===== src/design/vfrq_pkg.sv =====
`timescale 1ns / 1ps
// ---------------------------------------------------------------------------
// vfrq_pkg: shared types and constants for the frame ring queue
// Status and request codes, sequencer phases and the config bundle.
// ---------------------------------------------------------------------------
package vfrq_pkg;

  localparam int OFFSET_W = 11;
  localparam int WORD_W   = 32;
  localparam int SIZE_W   = 8;
  localparam int WIDX_W   = 8;
  localparam int FOFF_W   = 10;
  localparam int PADDR_W  = 3;
  localparam int PDATA_W  = 32;
  localparam int QB_MIN   = 16;
  localparam int QB_MAX   = 1024;

  // Register word index, taken from paddr[2]
  localparam logic REG_QUEUE_BYTES = 1'b0;

  typedef enum logic [1:0] {
    KIND_PUSH  = 2'd0,
    KIND_READ  = 2'd1,
    KIND_SHIFT = 2'd2,
    KIND_NONE  = 2'd3
  } kind_t;

  typedef enum logic [2:0] {
    ST_OK         = 3'd0,
    ST_FULL_WRAP  = 3'd1,
    ST_FULL_FRONT = 3'd2,
    ST_ZERO_SIZE  = 3'd3,
    ST_EMPTY      = 3'd4
  } status_t;

  typedef enum logic [1:0] {
    PH_IDLE,
    PH_ADDR,
    PH_EXEC
  } phase_t;

  typedef struct packed {
    logic                clear;
    logic [OFFSET_W-1:0] qb_next;
    logic [OFFSET_W-1:0] queue_bytes;
  } cfg_t;

  // Largest usable queue size for a given memory depth
  function automatic logic [OFFSET_W-1:0] qb_limit(input int words);
    if (words * 4 < QB_MAX) begin
      return OFFSET_W'(words * 4);
    end
    return OFFSET_W'(QB_MAX);
  endfunction

endpackage


===== src/design/vfrq_cfg.sv =====
`timescale 1ns / 1ps
// ---------------------------------------------------------------------------
// vfrq_cfg: APB register file of the frame ring queue
// Holds queue_bytes, clamps written values and flags a queue clear.
// ---------------------------------------------------------------------------
module vfrq_cfg #(
  parameter int MEMORY_WORDS = 256
) (
  input  logic                            clk,
  input  logic                            rst,
  input  logic                            psel,
  input  logic                            penable,
  input  logic                            pwrite,
  input  logic [vfrq_pkg::PADDR_W-1:0]    paddr,
  input  logic [vfrq_pkg::PDATA_W-1:0]    pwdata,
  output logic [vfrq_pkg::PDATA_W-1:0]    prdata,
  output logic                            pready,
  output vfrq_pkg::cfg_t                  cfg
);
  import vfrq_pkg::*;

  localparam logic [OFFSET_W-1:0] QB_LIM = qb_limit(MEMORY_WORDS);

  logic [OFFSET_W-1:0] queue_bytes;
  logic [OFFSET_W-1:0] qb_round;
  logic [OFFSET_W-1:0] qb_clamped;
  logic                wr_en;

  assign pready = 1'b1;
  assign wr_en  = psel && penable && pwrite && pready && (paddr[2] == REG_QUEUE_BYTES);

  // Round down to a word and clamp to the usable range
  always_comb begin
    qb_round = {pwdata[OFFSET_W-1:2], 2'b00};
    if (qb_round < OFFSET_W'(QB_MIN)) begin
      qb_clamped = OFFSET_W'(QB_MIN);
    end else if (qb_round > QB_LIM) begin
      qb_clamped = QB_LIM;
    end else begin
      qb_clamped = qb_round;
    end
  end

  always_ff @(posedge clk) begin
    if (rst) begin
      queue_bytes <= QB_LIM;
    end else if (wr_en) begin
      queue_bytes <= qb_clamped;
    end
  end

  // Read back
  always_comb begin
    if (paddr[2] == REG_QUEUE_BYTES) begin
      prdata = PDATA_W'(queue_bytes);
    end else begin
      prdata = '0;
    end
  end

  assign cfg.clear       = wr_en;
  assign cfg.qb_next     = qb_clamped;
  assign cfg.queue_bytes = queue_bytes;

endmodule


===== config.mk =====
export PLATFORM = sky130hd
export DESIGN_NAME = vfrq_cfg
export DESIGN_NICKNAME = d
export VERILOG_FILES = /design/src/design/vfrq_pkg.sv /design/src/design/vfrq_cfg.sv
export SDC_FILE = /design/constraint.sdc
export NUM_CORES = 1
export LEC_CHECK = 0
export BUFFER_PORTS_ARGS = -buffer_cell sky130_fd_sc_hd__buf_2
export CELL_PAD_IN_SITES_DETAIL_PLACEMENT = 0
export CELL_PAD_IN_SITES_GLOBAL_PLACEMENT = 1
export CORE_ASPECT_RATIO = 0.6
export CORE_MARGIN = 1.5
export CORE_UTILIZATION = 21
export DETAILED_ROUTE_END_ITERATION = 16
export PLACE_DENSITY = 0.87
export SLEW_MARGIN = 10
export SYNTH_ARGS = -nofsm -noshare
export SYNTH_HDL_FRONTEND = slang
export SYNTH_SLANG_ARGS = --single-unit
export TNS_END_PERCENT = 1

===== constraint.sdc =====
create_clock -name clk -period 1.5 [get_ports clk]
set_input_delay 0.3 -clock clk [delete_from_list [all_inputs] [get_ports clk]]
set_output_delay 0.3 -clock clk [all_outputs]
set_load 0.01 [all_outputs]

==> out/qor.yml, run 1 <==
outcome:
  run_status: "finished clean"
pwr:
  combinationalPowerShare: 0.210
  power.total_mw: 0.673
  switching_share: 0.289
  power_frac_seq: 0.365
  switching_power_mw: 0.195
  internal-power_mw: 0.479
  pwr-share-clk: 0.425
  irDropWorstVdd_v: 0.000280
  p_per_area_mw_per_mm2: 688
  power_leakage_nw: 0.538
global_route:
  grt-ovfl-total: 0
  gr-usage-all-layers: 0.0935
  grt_first_pass_wirelength_um: 2710
  grtUsageMet3: 0.0436
  antenna_found_initial: 0
  pin_count_of_the_biggest_net_entering_global_routing: 14
  grt_pass1_vias: 535
  use_met1: 0.130
  met2_routing_resource_usage_after_global_routing: 0.132
  grt_busiest_layer: "met2"
clocking:
  clock_tree_buf_depth: 2
  clk_latency_ns: 0.23
  cts-root-buf: "sky130_fd_sc_hd__clkbuf_8"
  tritoncts: "yes"
  numCtsBuffers: 3
  cts.htree.levels: 1
  clock_pin_slew_worst_setup_and_hold_paths_ns: 0.05
  clock_sink_count: 9
  cts_hold_buffers: 0
yosys:
  syn_area_um2: 779
  synth_largest_area_cell: "sky130_fd_sc_hd__buf_4"
  synth_compound_gate_area_share: 0.0867
  synth_top_family_by_area: "simple AND/OR/NAND/NOR gates"
  yosys.area_share.simple: 0.343
  share_of_synthesized_area_spent_on_multiplexers: 0
  ys_top_cells_by_count: "sky130_fd_sc_hd__buf_4, sky130_fd_sc_hd__nand2_1, sky130_fd_sc_hd__and2b_2, sky130_fd_sc_hd__dfxtp_1, sky130_fd_sc_hd__a21oi_1"
  synthesis.yosys.warnings: 0
  post-synth-top-area-fraction: 0.279
  post_synth_inst_count: 95
  ys.flop_type: "sky130_fd_sc_hd__dfxtp_1"
  synth.ff_latch_count: 9
  ys_async_sr_fraction: 0
  avgSynthCellArea_um2: 8.21
  yosys.area_share.xor_xnor: 0
  post-synth-top-count-cell: "sky130_fd_sc_hd__buf_4"
  ys_types: 24
  synthAdderAreaFrac: 0
  synth_edf_count: 0
  ys_seq_area_frac: 0.231
  yosys-top-cells-area: "sky130_fd_sc_hd__buf_4, sky130_fd_sc_hd__dfxtp_1, sky130_fd_sc_hd__and2b_2, sky130_fd_sc_hd__nand2_1, sky130_fd_sc_hd__a21oi_1"
cells_and_area:
  diodes: 0
  top_register: "queue_bytes"
  layout.nets: 179
  area_growth_syn_to_layout_pct: 25.5
  largest_register_ffs: 9
  drive_gt1_frac: 0.442
  top_flop_regs: "queue_bytes: 9 flops"
worst_setup_path:
  crit_path_end_kind: "output port"
  critical_path_peak_fanout: 2
  crit_type: "primary input to output port"
  cp_data_arrival_time_ns: 1.13
  crit_required_ns: 1.20
  timing.critical_path.from_type: "primary input"
sta:
  worst_clock_skew_ns: 0
  achievable-frequency_ghz: 0.697
  drv_slew: 0
  min_period_ns: 1.43
  timing_hold_violations_final: 0
  part_of_the_cycle_the_worst_path_needs: 0.956
  timing.hold.ws_ns: 0.381
  rsz0062_at_grt: "yes"
  setup_viol: 0
min_path:
  hp-class: "primary input to register"
routing:
  drt_iter0_markers: 29
  drt.antenna.violating_nets: 0
  num_vias: 661
  average_via_count_per_standard_cell: 3.61
  drcViolationCount: 0
  drt-total-wl_um: 1890
  avgRoutedWirePerCell_um: 10.3
  drt_first_pass_iters: 4
floorplan:
  coreArea_mm2: 0.00340
  initial_utilization: 0.229
  chipHeight_um: 50.2
  rows: 16
  die-area_mm2: 0.00410
  floorplan.die.width_um: 81.7
  io-pin-count: 96
placement:
  detailed_placement_wirelength_estimate_um: 1520
  buffer_ports.inserted: 42
  finalWeightedCongestion: 0.727
flow_run:
  cap_violations: 0
cell usage in the layout (no fill, tap or decap), drive strengths merged:
master | synthesis | layout
nand4b | 2 | 2
nor2 | 4 | 4
clkbuf | 1 | 4
clkinv | 1 | 1
nand3 | 1 | 1
conb | 2 | 28
o21ai | 1 | 1
nor4b | 2 | 2
dfxtp | 9 | 9
buf | 32 | 46
a21oi | 7 | 7
nor2b | 5 | 5
a32o | 2 | 2
and2 | 2 | 2
or3 | 1 | 1
o211ai | 1 | 1
inv | 1 | 1
and2b | 9 | 9
nand2 | 11 | 11
nor4 | 1 | 1
layout make-up:
class                           instances  area, um^2
Timing Repair Buffer                   46         240
Clock buffer                            4        45.0
Fill cell                             390        2420
Tap cell                               45        56.3
Sequential cell                         9         180
Multi-Input combinational cell         77         449
Inverter                                2        7.51
routing by layer:
metal	wire, um	part of all wire	vias up
met1	891	0.47	295
met5	0	0	-
met3	148	0.079	2
met4	6	0.0032	0
li1	-	-	335
met2	839	0.45	29
power by group through the flow:
| stage | Combinational, mW | Sequential [mW] | Clock [mW] |
|---|---|---|---|
| floorplan | 0.138 | 0.251 | 0 |
| global placement | 0.138 | 0.250 | 0 |
| detailed placement | 0.139 | 0.250 | 0 |
| CTS | 0.139 | 0.246 | 0.292 |
| global route | 0.157 | 0.246 | 0.310 |
| finish | 0.141 | 0.246 | 0.286 |
worst max-delay path, cell delays in order:
cell and delay, ns:
sky130_fd_sc_hd__buf_2 0.12, sky130_fd_sc_hd__nor4_4 0.28, sky130_fd_sc_hd__a21oi_1 0.13, sky130_fd_sc_hd__and2_1 0.17, sky130_fd_sc_hd__buf_2 0.13
logic make-up after synthesis:
group                  count (synthesis)
AND/OR/NAND/NOR                       38
flip-flops                             9
AO/OA/AOI/OAI                         11
other                                  2
buffers and inverters                 35
repair_timing:
item	CTS	global route
buffers inserted	0	0
gates resized for setup	0	1
endpoints found under the setup margin	0	3
path summary, 6_finish.rpt:
kind             startpoint        endpoint  slack, ns  cells past startpoint
max               pwdata[4]         cfg[14]       0.07                      5
min                     rst  queue_bytes[8]       0.38                      2
max reg2reg  queue_bytes[3]  queue_bytes[3]       0.86                      1
min reg2reg  queue_bytes[8]  queue_bytes[8]       0.47                      2
per-stage QoR:
step	instances	TNS (ns)	area, um^2	setup slack [ns]	util
detailed placement	179	0	925	0.0286	0.272
global route	183	-0.00465	978	-0.00465	0.288
CTS	183	0	970	0.0231	0.285
finish	183	0	978	0.0662	0.288
floorplan	121	0	877	0.289	-
global placement	179	0	925	0.0245	0.272
No activity file was read; power rests on OpenSTA's default activity.
==> run 2: changes to the inputs <==
Clock period 1.5 ns to 1.75 ns, I/O delays scaled along.
==> out/qor.yml, run 2 (same netlist as run 1, synthesis figures left out) <==
routing:
  num_vias: 652  # was 661
  avgRoutedWirePerCell_um: 10.5  # was 10.3 um
  drcViolationCount: 0  # unchanged
  drt-total-wl_um: 1910  # was 1890 um
  drt_iter0_markers: 15  # was 29
  drt_first_pass_iters: 4  # unchanged
  drt.antenna.violating_nets: 0  # unchanged
  average_via_count_per_standard_cell: 3.58  # was 3.61
min_path:
  hp-class: "primary input to register"  # unchanged
  min_delay_path_depth: 2  # unchanged
placement:
  placedInstanceArea_um2: 917  # was 925 um^2
  buffer_ports.inserted: 42  # unchanged
  finalWeightedCongestion: 0.746  # was 0.727
  place_worst_setup_slack_ns: 0.170  # was 0.0286 ns
  detailed_placement_wirelength_estimate_um: 1580  # was 1520 um
  dp_cells: 178  # was 179
clocking:
  ctsResizeCount: 0  # unchanged
  numCtsBuffers: 3  # unchanged
  cts.repair_timing.setup_buffer_count: 0  # unchanged
  cts.htree.levels: 1  # unchanged
  clock_pin_slew_worst_setup_and_hold_paths_ns: 0.05  # about the same
  clk_latency_ns: 0.22  # was 0.23 ns
  tritoncts: "yes"  # unchanged
  cts-root-buf: "sky130_fd_sc_hd__clkbuf_8"  # unchanged
  clock_sink_count: 9  # unchanged
  clock_tree_buf_depth: 2  # unchanged
  cts_hold_buffers: 0  # unchanged
global_route:
  pin_count_of_the_biggest_net_entering_global_routing: 14  # unchanged
  grt_first_pass_wirelength_um: 2960  # was 2710 um
  antenna_found_initial: 0  # unchanged
  grt-ovfl-total: 0  # unchanged
  grt_pass1_vias: 594  # was 535
  gr-usage-all-layers: 0.0974  # was 0.0935
sta:
  timing_hold_violations_final: 0  # unchanged
  totalNegativeSetupSlack_ns: 0  # unchanged
  setup_viol: 0  # unchanged
  worst_clock_skew_ns: 0  # unchanged
  drv_slew: 0  # unchanged
  achievable-frequency_ghz: 0.636
  part_of_the_cycle_the_worst_path_needs: 0.898
  rsz0062_at_grt: "no"  # was yes
  min_period_ns: 1.57
  timing.hold.ws_ns: 0.450  # was 0.381 ns
  final.setup.worst_slack_ns: 0.178  # was 0.0662 ns
outcome:
  run_status: "finished clean"  # unchanged
cells_and_area:
  postLayoutCellArea_um2: 962  # was 978 um^2
  mostFrequentLayoutCell: "sky130_fd_sc_hd__buf_2"  # unchanged
  top_flop_regs: "queue_bytes: 9 flops"  # unchanged
  number_of_standard_cells_in_the_layout_taps_in_and_fillers_out: 182  # was 183
  largest_register_ffs: 9  # unchanged
  top_register: "queue_bytes"  # unchanged
  layout.cells.most_common_list: "sky130_fd_sc_hd__buf_2, sky130_fd_sc_hd__conb_1, sky130_fd_sc_hd__nand2_1"  # unchanged
  diodes: 0  # unchanged
  final_util: 0.283  # was 0.288
  drive_gt1_frac: 0.438  # was 0.442
  layout.nets: 178  # was 179
  area_growth_syn_to_layout_pct: 23.4  # was 25.5%
worst_setup_path:
  timing.critical_path.from_type: "primary input"  # unchanged
  crit_type: "primary input to output port"  # unchanged
  ff2ff_path_depth: 1  # unchanged
  cp_data_arrival_time_ns: 1.22  # was 1.13 ns
  crit_required_ns: 1.40  # was 1.20 ns
  critical_path_peak_fanout: 3  # was 2
  crit_path_end_kind: "output port"  # unchanged
pwr:
  p_per_area_mw_per_mm2: 589  # was 688 mW/mm^2
  power_leakage_nw: 0.532  # was 0.538 nW
  power.total_mw: 0.566  # was 0.673 mW
  irDropWorstVdd_v: 0.000269  # was 0.000280 V
flow_run:
  cap_violations: 0  # unchanged
floorplan:
  coreArea_mm2: 0.00340  # unchanged
  chipHeight_um: 50.2  # unchanged
  initial_utilization: 0.229  # unchanged
  rows: 16  # unchanged
  die-area_mm2: 0.00410  # unchanged
  floorplan.die.width_um: 81.7  # unchanged
  io-pin-count: 96  # unchanged
run 2: cell count changes in the layout (fill, tap and decap cells not counted), sizes merged:
cell	delta
buf	-1
run 2: power by group:
| part | leakage, nW | total [mW] | internal [mW] | switching (mW) |
|---|---|---|---|---|
| combinational | 0.436 | 0.118 | 0.0407 | 0.0776 |
| sequential | 0.0727 | 0.210 | 0.208 | 0.00196 |
| clock | 0.0228 | 0.238 | 0.158 | 0.0792 |
| total | 0.532 | 0.566 | 0.408 | 0.159 |
run 2: layout make-up:
| class | instances | area [um^2] |
|---|---|---|
| Fill cell | 388 | 2440 |
| Multi-Input combinational cell | 77 | 440 |
| Timing Repair Buffer | 45 | 233 |
| Sequential cell | 9 | 180 |
| Tap cell | 45 | 56.3 |
| Clock buffer | 4 | 45.0 |
| Inverter | 2 | 7.51 |
run 2: final timing paths:
| check | end | startpoint | slack (ns) |
|---|---|---|---|
| setup / recovery | cfg[13] | pwdata[4] | 0.18 |
| setup reg to reg | queue_bytes[2] | queue_bytes[2] | 1.11 |
| hold reg to reg | queue_bytes[9] | queue_bytes[9] | 0.46 |
| hold / removal | queue_bytes[9] | rst | 0.45 |
run 2: per-layer routing:
metal  GRT usage  share of wire
met5           0              0
met4           0              0
met3      0.0400          0.078
met2       0.153           0.45
met1       0.133           0.47
run 2: worst max-delay path: stages:
cell                      delay (ns)
sky130_fd_sc_hd__buf_2          0.12
sky130_fd_sc_hd__nor4_2         0.31
sky130_fd_sc_hd__a21oi_1        0.14
sky130_fd_sc_hd__and2_1         0.17
sky130_fd_sc_hd__buf_2          0.13
==> run 3: changes to the inputs <==
Settings changed: BUFFER_PORTS_ARGS -buffer_cell sky130_fd_sc_hd__buf_2 to default, CORE_UTILIZATION 21 to 35, DONT_BUFFER_PORTS from default to 1, GPL_ROUTABILITY_DRIVEN from default to 0, PLACE_DENSITY 0.87 to 0.76.
==> out/qor.yml, run 3 (same netlist as run 1, synthesis figures left out) <==
cells_and_area:
  largest_register_ffs: 9  # unchanged
  layout.nets: 133  # was 178
  final_util: 0.360  # was 0.283
  area_growth_syn_to_layout_pct: -9.15  # was 23.4%
  top_flop_regs: "queue_bytes: 9 flops"  # unchanged
  drive_gt1_frac: 0.163  # was 0.438
  layout.cells.most_common_list: "sky130_fd_sc_hd__conb_1, sky130_fd_sc_hd__nand2_1, sky130_fd_sc_hd__and2b_2, sky130_fd_sc_hd__dfxtp_1, sky130_fd_sc_hd__a21oi_1"  # was sky130_fd_sc_hd__buf_2, sky130_fd_sc_hd__conb_1, sky130_fd_sc_hd__nand2_1
  mostFrequentLayoutCell: "sky130_fd_sc_hd__conb_1"  # was sky130_fd_sc_hd__buf_2
  diodes: 0  # unchanged
  top_register: "queue_bytes"  # unchanged
sta:
  totalNegativeSetupSlack_ns: 0  # unchanged
  min_period_ns: 1.38  # was 1.57 ns
  worst_clock_skew_ns: 0  # unchanged
  setup_viol: 0  # unchanged
  drv_slew: 0  # unchanged
  achievable-frequency_ghz: 0.724  # was 0.636 GHz
  rsz0062_at_grt: "no"  # unchanged
  part_of_the_cycle_the_worst_path_needs: 0.789  # was 0.898
  timing_hold_violations_final: 0  # unchanged
routing:
  num_vias: 520  # was 652
  drt.antenna.violating_nets: 0  # unchanged
  drt_first_pass_iters: 2  # was 4
  m1WireLength_um: 653  # was 892 um
  drt_iter0_markers: 3  # was 15
  avgRoutedWirePerCell_um: 12.5  # was 10.5 um
  drt-total-wl_um: 1500  # was 1910 um
  wl_met3_um: 219  # was 149 um
  drcViolationCount: 0  # unchanged
  maxUsedRoutingLayer: "met3"  # unchanged
  wl_met2_um: 627  # was 869 um
  average_via_count_per_standard_cell: 4.33  # was 3.58
pwr:
  p_per_area_mw_per_mm2: 739  # was 589 mW/mm^2
  power_leakage_nw: 0.318  # was 0.532 nW
  irDropWorstVdd_v: 0.000236  # was 0.000269 V
worst_setup_path:
  timing.critical_path.from_type: "primary input"  # unchanged
  r2r_end: "queue_bytes[2]"  # unchanged
  crit_path_end_kind: "output port"  # unchanged
  start_of_the_worst_register_to_register_path: "queue_bytes[2]"  # unchanged
  ff2ff_path_depth: 1  # unchanged
  worst-r2r-setup-slack_ns: 1.07  # was 1.11 ns
  critical_path_peak_fanout: 3  # unchanged
  critical_path_origin: "pwdata[4]"  # unchanged
  cp_data_arrival_time_ns: 1.03  # was 1.22 ns
  crit_required_ns: 1.40  # about the same
  worstSetupEndpoint: "cfg[13]"  # unchanged
  crit_type: "primary input to output port"  # unchanged
floorplan:
  io-pin-count: 96  # unchanged
  coreArea_mm2: 0.00197  # was 0.00340 mm^2
  rows: 12  # was 16
  initial_utilization: 0.396  # was 0.229
  chipHeight_um: 39.6  # was 50.2 um
  floorplan.die.width_um: 63.9  # was 81.7 um
  die-area_mm2: 0.00253  # was 0.00410 mm^2
clocking:
  ctsResizeCount: 0  # unchanged
  clk_latency_ns: 0.23  # was 0.22 ns
  numCtsBuffers: 3  # unchanged
  tritoncts: "yes"  # unchanged
  clock_tree_buf_depth: 2  # unchanged
  cts.htree.levels: 1  # unchanged
  cts.repair_timing.setup_buffer_count: 0  # unchanged
  cts_hold_buffers: 0  # unchanged
  clock_pin_slew_worst_setup_and_hold_paths_ns: 0.05  # about the same
  cts-root-buf: "sky130_fd_sc_hd__clkbuf_8"  # unchanged
  clock_sink_count: 9  # unchanged
global_route:
  grt-ovfl-total: 0  # unchanged
  antenna_found_initial: 0  # unchanged
  pin_count_of_the_biggest_net_entering_global_routing: 14  # unchanged
  gr-usage-all-layers: 0.128  # was 0.0974
  grt_first_pass_wirelength_um: 2230  # was 2960 um
  grt_pass1_vias: 460  # was 594
placement:
  buffer_ports.inserted: 0  # was 42
  detailed_placement_wirelength_estimate_um: 1230  # was 1580 um
flow_run:
  cap_violations: 0  # unchanged
min_path:
  hp-class: "primary input to register"  # unchanged
outcome:
  run_status: "finished clean"  # unchanged
run 3: cell count changes in the layout (fill, tap and decap cells not counted), sizes merged:
| cell | change |
|---|---|
| buf | -45 |
run 3: worst max-delay path, cell delays in order:
cell,delay (ns)
sky130_fd_sc_hd__nor4_2,0.34
sky130_fd_sc_hd__a21oi_1,0.13
sky130_fd_sc_hd__and2_1,0.21
run 3: final cells by class:
cell class                      instances  area [um^2]
Inverter                                2         7.51
Multi-Input combinational cell         77          440
Tap cell                               28         35.0
Sequential cell                         9          180
Fill cell                             222         1260
Clock buffer                            4         45.0
run 3: worst min-delay path by stage:
stage                              start        endpoint  slack, ns  depth (start not counted)
after floorplan           queue_bytes[5]  queue_bytes[5]       0.49                          2
after global placement               rst  queue_bytes[8]       0.42                          1
after detailed placement             rst  queue_bytes[6]       0.42                          1
after CTS                            rst  queue_bytes[6]       0.18                          1
after global routing                 rst  queue_bytes[9]       0.17                          1
final                                rst  queue_bytes[6]       0.18                          1
run 3: power breakdown:
part | leakage (nW) | switching, mW | internal [mW]
Sequential | 0.0727 | 0.00347 | 0.208
Combinational | 0.223 | 0.0494 | 0.0165
Clock | 0.0228 | 0.0861 | 0.159
run 3: layer usage:
metal	GRT usage	vias to the layer above
met2	0.190	43
met4	0.0163	0
li1	-	244
met3	0.0833	0
met5	0	-
met1	0.158	233
run 3: per-stage QoR:
step	power (mW)	hold slack (ns)	std cells	cell area [um^2]	setup WS, ns
after global routing	0.560	0.167	120	708	0.284
after global placement	0.281	0.421	116	663	0.362
after floorplan	0.334	0.487	121	877	0.439
final	0.523	0.178	120	708	0.370
after detailed placement	0.281	0.424	116	663	0.357
after CTS	0.528	0.176	120	708	0.357
